[config.mk]
export PLATFORM = sky130hd
export DESIGN_NAME = periodicity_epoch_detector
export DESIGN_NICKNAME = d
export VERILOG_FILES = /design/src/rtl/core/ped_pkg.sv /design/src/rtl/core/ped_in_reg.sv /design/src/rtl/core/ped_tracker.sv /design/src/rtl/core/ped_out_buf.sv /design/src/rtl/core/periodicity_epoch_detector.sv
export SDC_FILE = /design/constraint.sdc
export NUM_CORES = 1
export LEC_CHECK = 0
export ABC_AREA = 1
export ABC_CLOCK_PERIOD_IN_PS = 13400
export BUFFER_PORTS_ARGS = -buffer_cell sky130_fd_sc_hd__buf_2
export CAP_MARGIN = 10
export CORE_MARGIN = 2
export CORE_UTILIZATION = 50
export DETAILED_ROUTE_END_ITERATION = 8
export HOLD_SLACK_MARGIN = 0.1
export PLACE_DENSITY = 0.7
export SLEW_MARGIN = 15
export SYNTH_ARGS = -nofsm -noshare
export SYNTH_HDL_FRONTEND = slang
export SYNTH_SLANG_ARGS = --single-unit
export TNS_END_PERCENT = 20
[constraint.sdc]
create_clock -name i_clk -period 13.4 [get_ports i_clk]
set_input_delay 0.67 -clock i_clk [delete_from_list [all_inputs] [get_ports i_clk]]
set_output_delay 0.67 -clock i_clk [all_outputs]
set_load 0.05 [all_outputs]
[src/rtl/core/ped_pkg.sv]
// Shared types, codes and constants of the periodicity epoch detector
package ped_pkg;

    localparam int unsigned SIG_W    = 64;
    localparam int unsigned PAY_W    = 64;
    localparam int unsigned PER_W    = 7;
    localparam int unsigned SCORE_W  = 8;
    localparam int unsigned COUNT_W  = 32;
    localparam int unsigned KIND_W   = 2;
    localparam int unsigned CFG_W    = 8;
    localparam int unsigned CFG_IDX_W = 2;
    localparam int unsigned RUN_W    = 16;
    localparam int unsigned TOTAL_W  = 64;
    localparam int unsigned IN_DATA_W  = 176;
    localparam int unsigned OUT_DATA_W = 128;

    localparam logic [KIND_W-1:0] KIND_REGION = 2'd0;
    localparam logic [KIND_W-1:0] KIND_EPOCH  = 2'd1;
    localparam logic [KIND_W-1:0] KIND_OTHER  = 2'd2;

    localparam logic [CFG_IDX_W-1:0] CFG_BASE_PERIOD = 2'd0;
    localparam logic [CFG_IDX_W-1:0] CFG_MIN_PERIOD  = 2'd1;
    localparam logic [CFG_IDX_W-1:0] CFG_STABLE_FAC  = 2'd2;
    localparam logic [CFG_IDX_W-1:0] CFG_UNSTABLE_FAC = 2'd3;

    localparam logic [CFG_W-1:0] RST_BASE_PERIOD  = 8'd4;
    localparam logic [CFG_W-1:0] RST_MIN_PERIOD   = 8'd3;
    localparam logic [CFG_W-1:0] RST_STABLE_FAC   = 8'd16;
    localparam logic [CFG_W-1:0] RST_UNSTABLE_FAC = 8'd24;

    localparam logic [CFG_W-1:0]   NO_CANDIDATE = 8'hFF;
    localparam logic [RUN_W-1:0]   RUN_MAX      = 16'hFFFF;
    localparam logic [COUNT_W-1:0] MARK_RESET   = 32'hFFFF_FFFF;

    typedef struct packed {
        logic [KIND_W-1:0]  kind;
        logic [SIG_W-1:0]   signal_value;
        logic [PAY_W-1:0]   payload;
        logic [PER_W-1:0]   detected_period;
        logic [SCORE_W-1:0] period_score;
        logic [COUNT_W-1:0] record_count;
    } t_rec;

    typedef struct packed {
        logic               epoch;
        logic [TOTAL_W-1:0] total;
    } t_track;

    function automatic logic [RUN_W-1:0] sat_inc(input logic [RUN_W-1:0] v);
        sat_inc = (v == RUN_MAX) ? RUN_MAX : v + RUN_W'(1);
    endfunction

endpackage

[src/rtl/core/ped_in_reg.sv]
// Input register stage: captures one record transaction and holds it until it moves on
module ped_in_reg
    import ped_pkg::*;
(
    input  logic                 i_clk,
    input  logic                 i_rst_n,
    input  logic                 s_axis_tvalid,
    output logic                 s_axis_tready,
    input  logic [IN_DATA_W-1:0] s_axis_tdata,
    input  logic [KIND_W-1:0]    s_axis_tuser,
    input  logic                 i_move,
    output logic                 o_valid,
    output t_rec                 o_rec
);

    logic r_valid;
    t_rec r_rec;
    logic w_load;

    assign s_axis_tready = !r_valid || i_move;
    assign w_load        = s_axis_tvalid && s_axis_tready;

    always_ff @(posedge i_clk) begin
        if (!i_rst_n) begin
            r_valid <= 1'b0;
        end else if (w_load) begin
            r_valid <= 1'b1;
        end else if (i_move) begin
            r_valid <= 1'b0;
        end
    end

    always_ff @(posedge i_clk) begin
        if (w_load) begin
            r_rec.kind            <= s_axis_tuser;
            r_rec.signal_value    <= s_axis_tdata[63:0];
            r_rec.payload         <= s_axis_tdata[127:64];
            r_rec.detected_period <= s_axis_tdata[134:128];
            r_rec.period_score    <= s_axis_tdata[142:135];
            r_rec.record_count    <= s_axis_tdata[174:143];
        end
    end

    assign o_valid = r_valid;
    assign o_rec   = r_rec;

endmodule

[src/rtl/core/ped_tracker.sv]
// Hysteresis tracker: configuration registers, lock state and epoch decision
module ped_tracker
    import ped_pkg::*;
(
    input  logic                 i_clk,
    input  logic                 i_rst_n,
    input  logic                 i_cfg_we,
    input  logic [CFG_IDX_W-1:0] i_cfg_idx,
    input  logic [CFG_W-1:0]     i_cfg_data,
    input  logic                 i_fire,
    input  t_rec                 i_rec,
    output t_track               o_track
);

    logic [CFG_W-1:0]   r_base;
    logic [CFG_W-1:0]   r_min;
    logic [CFG_W-1:0]   r_sfac;
    logic [CFG_W-1:0]   r_ufac;

    logic               r_locked, n_locked;
    logic [CFG_W-1:0]   r_cand, n_cand;
    logic [RUN_W-1:0]   r_srun, n_srun;
    logic [RUN_W-1:0]   r_urun, n_urun;
    logic [COUNT_W-1:0] r_mark, n_mark;
    logic [TOTAL_W-1:0] r_total;

    logic [CFG_W-1:0]   w_p;
    logic [15:0]        w_base_prod;
    logic [15:0]        w_stab_prod;
    logic [15:0]        w_unst_prod;
    logic [11:0]        w_unst_thr;
    logic [RUN_W-1:0]   w_srun;
    logic [RUN_W-1:0]   w_urun;
    logic [COUNT_W-1:0] w_dist;
    logic               w_hit;
    logic               w_epoch;

    always_ff @(posedge i_clk) begin
        if (!i_rst_n) begin
            r_base <= RST_BASE_PERIOD;
            r_min  <= RST_MIN_PERIOD;
            r_sfac <= RST_STABLE_FAC;
            r_ufac <= RST_UNSTABLE_FAC;
        end else if (i_cfg_we) begin
            unique case (i_cfg_idx)
                CFG_BASE_PERIOD:  r_base <= i_cfg_data;
                CFG_MIN_PERIOD:   r_min  <= i_cfg_data;
                CFG_STABLE_FAC:   r_sfac <= i_cfg_data;
                CFG_UNSTABLE_FAC: r_ufac <= i_cfg_data;
                default: ;
            endcase
        end
    end

    assign w_p         = {1'b0, i_rec.detected_period};
    assign w_base_prod = r_sfac * r_base;
    assign w_stab_prod = r_sfac * w_p;
    assign w_unst_prod = r_ufac * r_cand;
    assign w_unst_thr  = (r_cand == NO_CANDIDATE) ? 12'd0 : w_unst_prod[15:4];
    assign w_urun      = (w_p == r_cand) ? '0 : sat_inc(r_urun);
    assign w_dist      = i_rec.record_count - r_mark;

    always_comb begin
        n_locked = r_locked;
        n_cand   = r_cand;
        n_srun   = r_srun;
        n_urun   = r_urun;
        n_mark   = r_mark;
        w_srun   = r_srun;
        w_hit    = 1'b0;
        w_epoch  = 1'b0;
        if (!r_locked) begin
            if ((i_rec.period_score >= w_p) || (w_p < r_min)) begin
                n_cand = NO_CANDIDATE;
                w_srun = '0;
            end else if (w_p == r_cand) begin
                w_srun = sat_inc(r_srun);
            end else begin
                n_cand = w_p;
                w_srun = '0;
            end
            if (w_p <= r_base) begin
                w_hit = {w_srun, 4'b0000} == {4'b0000, w_base_prod};
            end else begin
                w_hit = w_srun >= {4'b0000, w_stab_prod[15:4]};
            end
            n_srun = w_srun;
            if (w_hit) begin
                n_locked = 1'b1;
                n_mark   = i_rec.record_count;
                n_srun   = '0;
                w_epoch  = 1'b1;
            end
        end else begin
            n_urun = w_urun;
            if (w_urun >= {4'b0000, w_unst_thr}) begin
                n_locked = 1'b0;
                n_urun   = '0;
            end else if ((w_p >= r_cand) && (w_dist >= {25'd0, i_rec.detected_period})) begin
                n_mark  = i_rec.record_count;
                w_epoch = 1'b1;
            end
        end
    end

    always_ff @(posedge i_clk) begin
        if (!i_rst_n) begin
            r_locked <= 1'b0;
            r_cand   <= NO_CANDIDATE;
            r_srun   <= '0;
            r_urun   <= '0;
            r_mark   <= MARK_RESET;
            r_total  <= '0;
        end else if (i_fire && (i_rec.kind == KIND_REGION)) begin
            r_locked <= n_locked;
            r_cand   <= n_cand;
            r_srun   <= n_srun;
            r_urun   <= n_urun;
            r_mark   <= n_mark;
            if (w_epoch) begin
                r_total <= r_total + TOTAL_W'(1);
            end
        end
    end

    assign o_track.epoch = w_epoch && (i_rec.kind == KIND_REGION);
    assign o_track.total = r_total + TOTAL_W'(1);

endmodule

[src/rtl/core/ped_out_buf.sv]
// Result register: presents the passed record and, after it when an epoch was found, the generated epoch result
module ped_out_buf
    import ped_pkg::*;
(
    input  logic                  i_clk,
    input  logic                  i_rst_n,
    input  logic                  i_load,
    input  t_rec                  i_rec,
    input  t_track                i_track,
    output logic                  o_can_load,
    output logic                  m_axis_tvalid,
    input  logic                  m_axis_tready,
    output logic [OUT_DATA_W-1:0] m_axis_tdata,
    output logic [KIND_W-1:0]     m_axis_tuser,
    output logic                  m_axis_tlast
);

    logic               r_valid;
    logic               r_second;
    logic               r_two;
    logic [KIND_W-1:0]  r_kind;
    logic [SIG_W-1:0]   r_signal;
    logic [PAY_W-1:0]   r_payload;
    logic [TOTAL_W-1:0] r_total;
    logic               w_take;

    assign m_axis_tvalid = r_valid;
    assign m_axis_tlast  = r_second || !r_two;
    assign m_axis_tuser  = r_second ? KIND_EPOCH : r_kind;
    assign m_axis_tdata  = {r_payload, (r_second ? r_total : r_signal)};
    assign w_take        = r_valid && m_axis_tready;
    assign o_can_load    = !r_valid || (w_take && m_axis_tlast);

    always_ff @(posedge i_clk) begin
        if (!i_rst_n) begin
            r_valid  <= 1'b0;
            r_second <= 1'b0;
            r_two    <= 1'b0;
        end else if (i_load) begin
            r_valid  <= 1'b1;
            r_second <= 1'b0;
            r_two    <= i_track.epoch;
        end else if (w_take && !m_axis_tlast) begin
            r_second <= 1'b1;
        end else if (w_take) begin
            r_valid  <= 1'b0;
        end
    end

    always_ff @(posedge i_clk) begin
        if (i_load) begin
            r_kind    <= (i_rec.kind == KIND_REGION) ? KIND_REGION : KIND_OTHER;
            r_signal  <= i_rec.signal_value;
            r_payload <= i_rec.payload;
            r_total   <= i_track.total;
        end
    end

endmodule

[src/rtl/core/periodicity_epoch_detector.sv]
// Top level of the periodicity epoch detector
//
// Records enter on the s_axis channel: tuser carries the event kind, tdata the
// signal word, payload, detector period, score and record count. Epoch-count
// records are dropped; every other record leaves on m_axis unchanged, with
// kind 3 reported as an other event. A region entry also advances the
// period-lock hysteresis; when it finds an epoch, a second result of kind
// epoch follows, carrying the running epoch total in the signal word, and
// tlast marks the final result of each input record.
// A record passes through the input register and then the result register,
// where the tracker's decision lands. A new record is taken every cycle
// while each record yields one result and the receiver holds tready high;
// a record with an epoch occupies the result register for two output
// transactions. Thresholds are set by the configuration port; the user must
// write it only while the block is idle, which the block does not enforce.
// Reset (synchronous, active low) restores the default thresholds, unlocks
// the tracker and clears the epoch total. When the receiver stalls, the result
// register holds and the input register fills, then s_axis_tready drops.
module periodicity_epoch_detector
    import ped_pkg::*;
(
    input  logic                  i_clk,
    input  logic                  i_rst_n,
    input  logic                  i_cfg_we,
    input  logic [CFG_IDX_W-1:0]  i_cfg_idx,
    input  logic [CFG_W-1:0]      i_cfg_data,
    input  logic                  s_axis_tvalid,
    output logic                  s_axis_tready,
    // signal_value, payload, detected_period, period_score, record_count, zero pad
    input  logic [IN_DATA_W-1:0]  s_axis_tdata,
    // event_kind
    input  logic [KIND_W-1:0]     s_axis_tuser,
    output logic                  m_axis_tvalid,
    input  logic                  m_axis_tready,
    // result_signal, out_payload
    output logic [OUT_DATA_W-1:0] m_axis_tdata,
    // out_event_kind
    output logic [KIND_W-1:0]     m_axis_tuser,
    // last_of_run
    output logic                  m_axis_tlast
);

    logic   w_in_valid;
    t_rec   w_rec;
    t_track w_track;
    logic   w_can_load;
    logic   w_move;
    logic   w_fire;

    assign w_move = w_in_valid && ((w_rec.kind == KIND_EPOCH) || w_can_load);
    assign w_fire = w_in_valid && (w_rec.kind != KIND_EPOCH) && w_can_load;

    ped_in_reg u_in_reg (
        .i_clk         (i_clk),
        .i_rst_n       (i_rst_n),
        .s_axis_tvalid (s_axis_tvalid),
        .s_axis_tready (s_axis_tready),
        .s_axis_tdata  (s_axis_tdata),
        .s_axis_tuser  (s_axis_tuser),
        .i_move        (w_move),
        .o_valid       (w_in_valid),
        .o_rec         (w_rec)
    );

    ped_tracker u_tracker (
        .i_clk      (i_clk),
        .i_rst_n    (i_rst_n),
        .i_cfg_we   (i_cfg_we),
        .i_cfg_idx  (i_cfg_idx),
        .i_cfg_data (i_cfg_data),
        .i_fire     (w_fire),
        .i_rec      (w_rec),
        .o_track    (w_track)
    );

    ped_out_buf u_out_buf (
        .i_clk         (i_clk),
        .i_rst_n       (i_rst_n),
        .i_load        (w_fire),
        .i_rec         (w_rec),
        .i_track       (w_track),
        .o_can_load    (w_can_load),
        .m_axis_tvalid (m_axis_tvalid),
        .m_axis_tready (m_axis_tready),
        .m_axis_tdata  (m_axis_tdata),
        .m_axis_tuser  (m_axis_tuser),
        .m_axis_tlast  (m_axis_tlast)
    );

endmodule

==> results.yml <==
pwr:
  p_leak_nw: 17.8
  p_per_area_nw_per_um2: 118
  peakVddDrop_mv: 0.130
setup_path:
  cp_max_fo: 102
  path_delay_family: "simple AND/OR/NAND/NOR gates"
  endpoint_kind: "register"
  r2r_start: "u_in_reg.o_rec[46]"
  cp-start-kind: "register"
  cp_num_buf_inv: 4
  reg2reg_depth: 32
  rr_endpoint: "u_out_buf.r_two"
  slowest_stage: "edfxtp_1"
  crit_arrival_ns: 8.38
  crit_type: "register to register"
  required_ns: 13.87
  r2r_slack_ns: 5.49
  crit_top_cell: "nand2_1"
  max_stage_delay_ns: 0.83
global_route:
  grt_usage: 0.226
  grt_max_degree: 103
  grt_pass1_wl_um: 121000
  first_global_vias: 23500
  gr-total-overflow: 0
  antenna_found_initial: 9
synthesis:
  synth_edf_count: 370
  async_flop_share: 0
  syn_inst: 3675
  yosys.cell_types.count: 52
  ys_ff_latch: 543
  ys_seq_area_frac: 0.460
  ys.warnings.count: 0
  syn-cell-area_um2: 31700
  ys.flop_type: "edfxtp_1"
  synth_nets: 4160
  avgSynthCellArea_um2: 8.62
die:
  fp.dieH_um: 256
  dieWidth_um: 256
  io_pins: 326
  core_um2: 62900
  die-area_um2: 65400
  initial_core_util: 0.504
  rows: 92
final_layout:
  most-common-layout-cells: "nand2_1, inv_1, edfxtp_1"
  drive_gt1_frac: 0.133
  final_area_um2: 36000
  areaGrowthSynthToFinish_pct: 13.7
  nets: 4446
  instances_no_fill: 4853
  mostFrequentLayoutCell: "nand2_1"
detailed_routing:
  wl_um: 73900
  postRouteAntennaNets: 0
  dr.pass1.iters: 5
  drt_iter0_drc: 2028
  vias: 24400
  drc: 0
  wl_per_cell_um: 15.2
  viasPerCell: 5.03
clocking:
  numClockSinks: 543
  cts_inserted_buffers: 56
  clock_path_buffers: 3
  cts-root-buf: "clkbuf_16"
  cts_hold_buf: 0
  cts_max_level: 2
  clk_latency_ns: 0.65
  clk_pin_slew_ns: 0.06
  post-cts-setup-buffers: 0
  cts_resized: 0
  tritoncts: "yes"
placed_design:
  dp_hpwl_um: 53500
  dp.cells: 4749
  place_congestion: 0.881
  placed_area_um2: 34000
  io_buffers: 324
worst_hold_path:
  min_to: "u_in_reg.o_rec[63]"
  holdPathStages: 1
  worstHoldStart: "s_axis_tdata[80]"
  hold_path.class: "primary input to register"
sta:
  worstMarginPinSlew_ns: 1.14
  final-setup-viol-count: 0
  finalClockSkew_ns: 0.0551
  relSlewSlack: 0.238
  rsz0062_at_grt: "no"
  fmax_ghz: 0.126
  tns_ns: 0
  finalMaxSlewViolations: 0
  finalCriticalPeriod_ns: 7.91
  hold_viol: 0
  post-route-period-util: 0.590
job:
  drv_cap: 0
run_status:
  status: "finished clean"
==> cells in the mapped netlist, types with 9 or more instances <==
library cell	instances	area [µm²]
a21oi_1	126	631
nand4_1	33	206
buf_6	9	101
ha_1	191	2390
nand3b_1	17	128
fa_1	101	2020
buf_1	13	48.8
o21ai_0	77	385
dfxtp_1	173	3460
a21oi_2	58	508
nor4_1	17	106
clkbuf_1	75	282
xnor2_1	13	114
nand2_1	1010	3790
nor3_1	44	220
nand3_1	253	1270
nor2_1	277	1040
o211ai_1	11	82.6
o21bai_1	11	82.6
inv_1	619	2320
xor2_1	84	736
edfxtp_1	370	11100
buf_2	19	95.1
==> how the worst max path moves through the flow <==
stage                                endpoint               start  slack [ns]  depth (start not counted)
after CTS                     u_out_buf.r_two  u_in_reg.o_rec[46]        5.58                         32
after global placement        u_out_buf.r_two  u_in_reg.o_rec[46]        5.61                         32
after global routing          u_out_buf.r_two  u_in_reg.o_rec[46]        4.86                         32
final                         u_out_buf.r_two  u_in_reg.o_rec[46]        5.49                         32
after floorplan           u_tracker.r_srun[7]  u_out_buf.r_second        2.35                         15
after detailed placement      u_out_buf.r_two  u_in_reg.o_rec[46]        5.60                         32
==> per-layer routing <==
metal  up-vias  routed length, µm  GRT usage
met2       607              33900      0.374
met5         -                 67          0
met4        10               1610     0.0582
met1     11400              33400      0.305
met3       101               4900     0.0441
li1      12300                  -          -
==> cells by family (layout without fill, tap and decap cells) <==
kind of cell / count (synthesis) / count (layout) / synth area share
and+or+nand+nor: 1686 / 1686 / 0.222
buffers and inverters: 749 / 1079 / 0.0924
DFF: 543 / 543 / 0.460
AOI/OAI and AO/OA: 308 / 308 / 0.0590
adders and majority gates: 292 / 292 / 0.139
xor gates and xnor gates: 97 / 97 / 0.0268
other: 0 / 2 / 0
==> through the flow <==
step	total power [mW]	hold slack, ns	setup WS [ns]	utilization
after global routing	4.44	0.160	4.86	0.573
after detailed placement	2.60	0.405	5.60	0.541
after floorplan	2.43	0.400	2.35	-
after global placement	2.59	0.400	5.61	0.541
final	4.23	0.192	5.49	0.573
after CTS	4.27	0.151	5.58	0.573
==> registers in the layout, indices dropped and copies added, names as in the netlist <==
register and flops:
u_in_reg.o_rec 177, u_in_reg.o_valid 1, u_out_buf.m_axis_tvalid 1, u_out_buf.r_kind 1, u_out_buf.r_payload 64, u_out_buf.r_second 1
u_out_buf.r_signal 64, u_out_buf.r_total 64, u_out_buf.r_two 1, u_tracker.r_base 8, u_tracker.r_cand 8, u_tracker.r_locked 1
u_tracker.r_mark 32, u_tracker.r_min 8, u_tracker.r_sfac 8, u_tracker.r_srun 16, u_tracker.r_total 64, u_tracker.r_ufac 8
u_tracker.r_urun 16
==> where the power goes <==
| group | internal [mW] | switching, mW | leakage [nW] |
|---|---|---|---|
| Combinational | 0.237 | 0.443 | 11.9 |
| Clock | 0.987 | 0.676 | 0.948 |
| Sequential | 1.86 | 0.0309 | 4.94 |
==> layout make-up <==
class	count	area, µm²
clock buffer	70	1490
clock inverter	32	505
fill	5630	26800
sequential	543	14600
multi-input combinational	2383	14200
timing repair buffer	350	1820
tap	846	1060
inverter	627	2350
antenna	2	5.00
No activity file was read; power rests on OpenSTA's default activity.
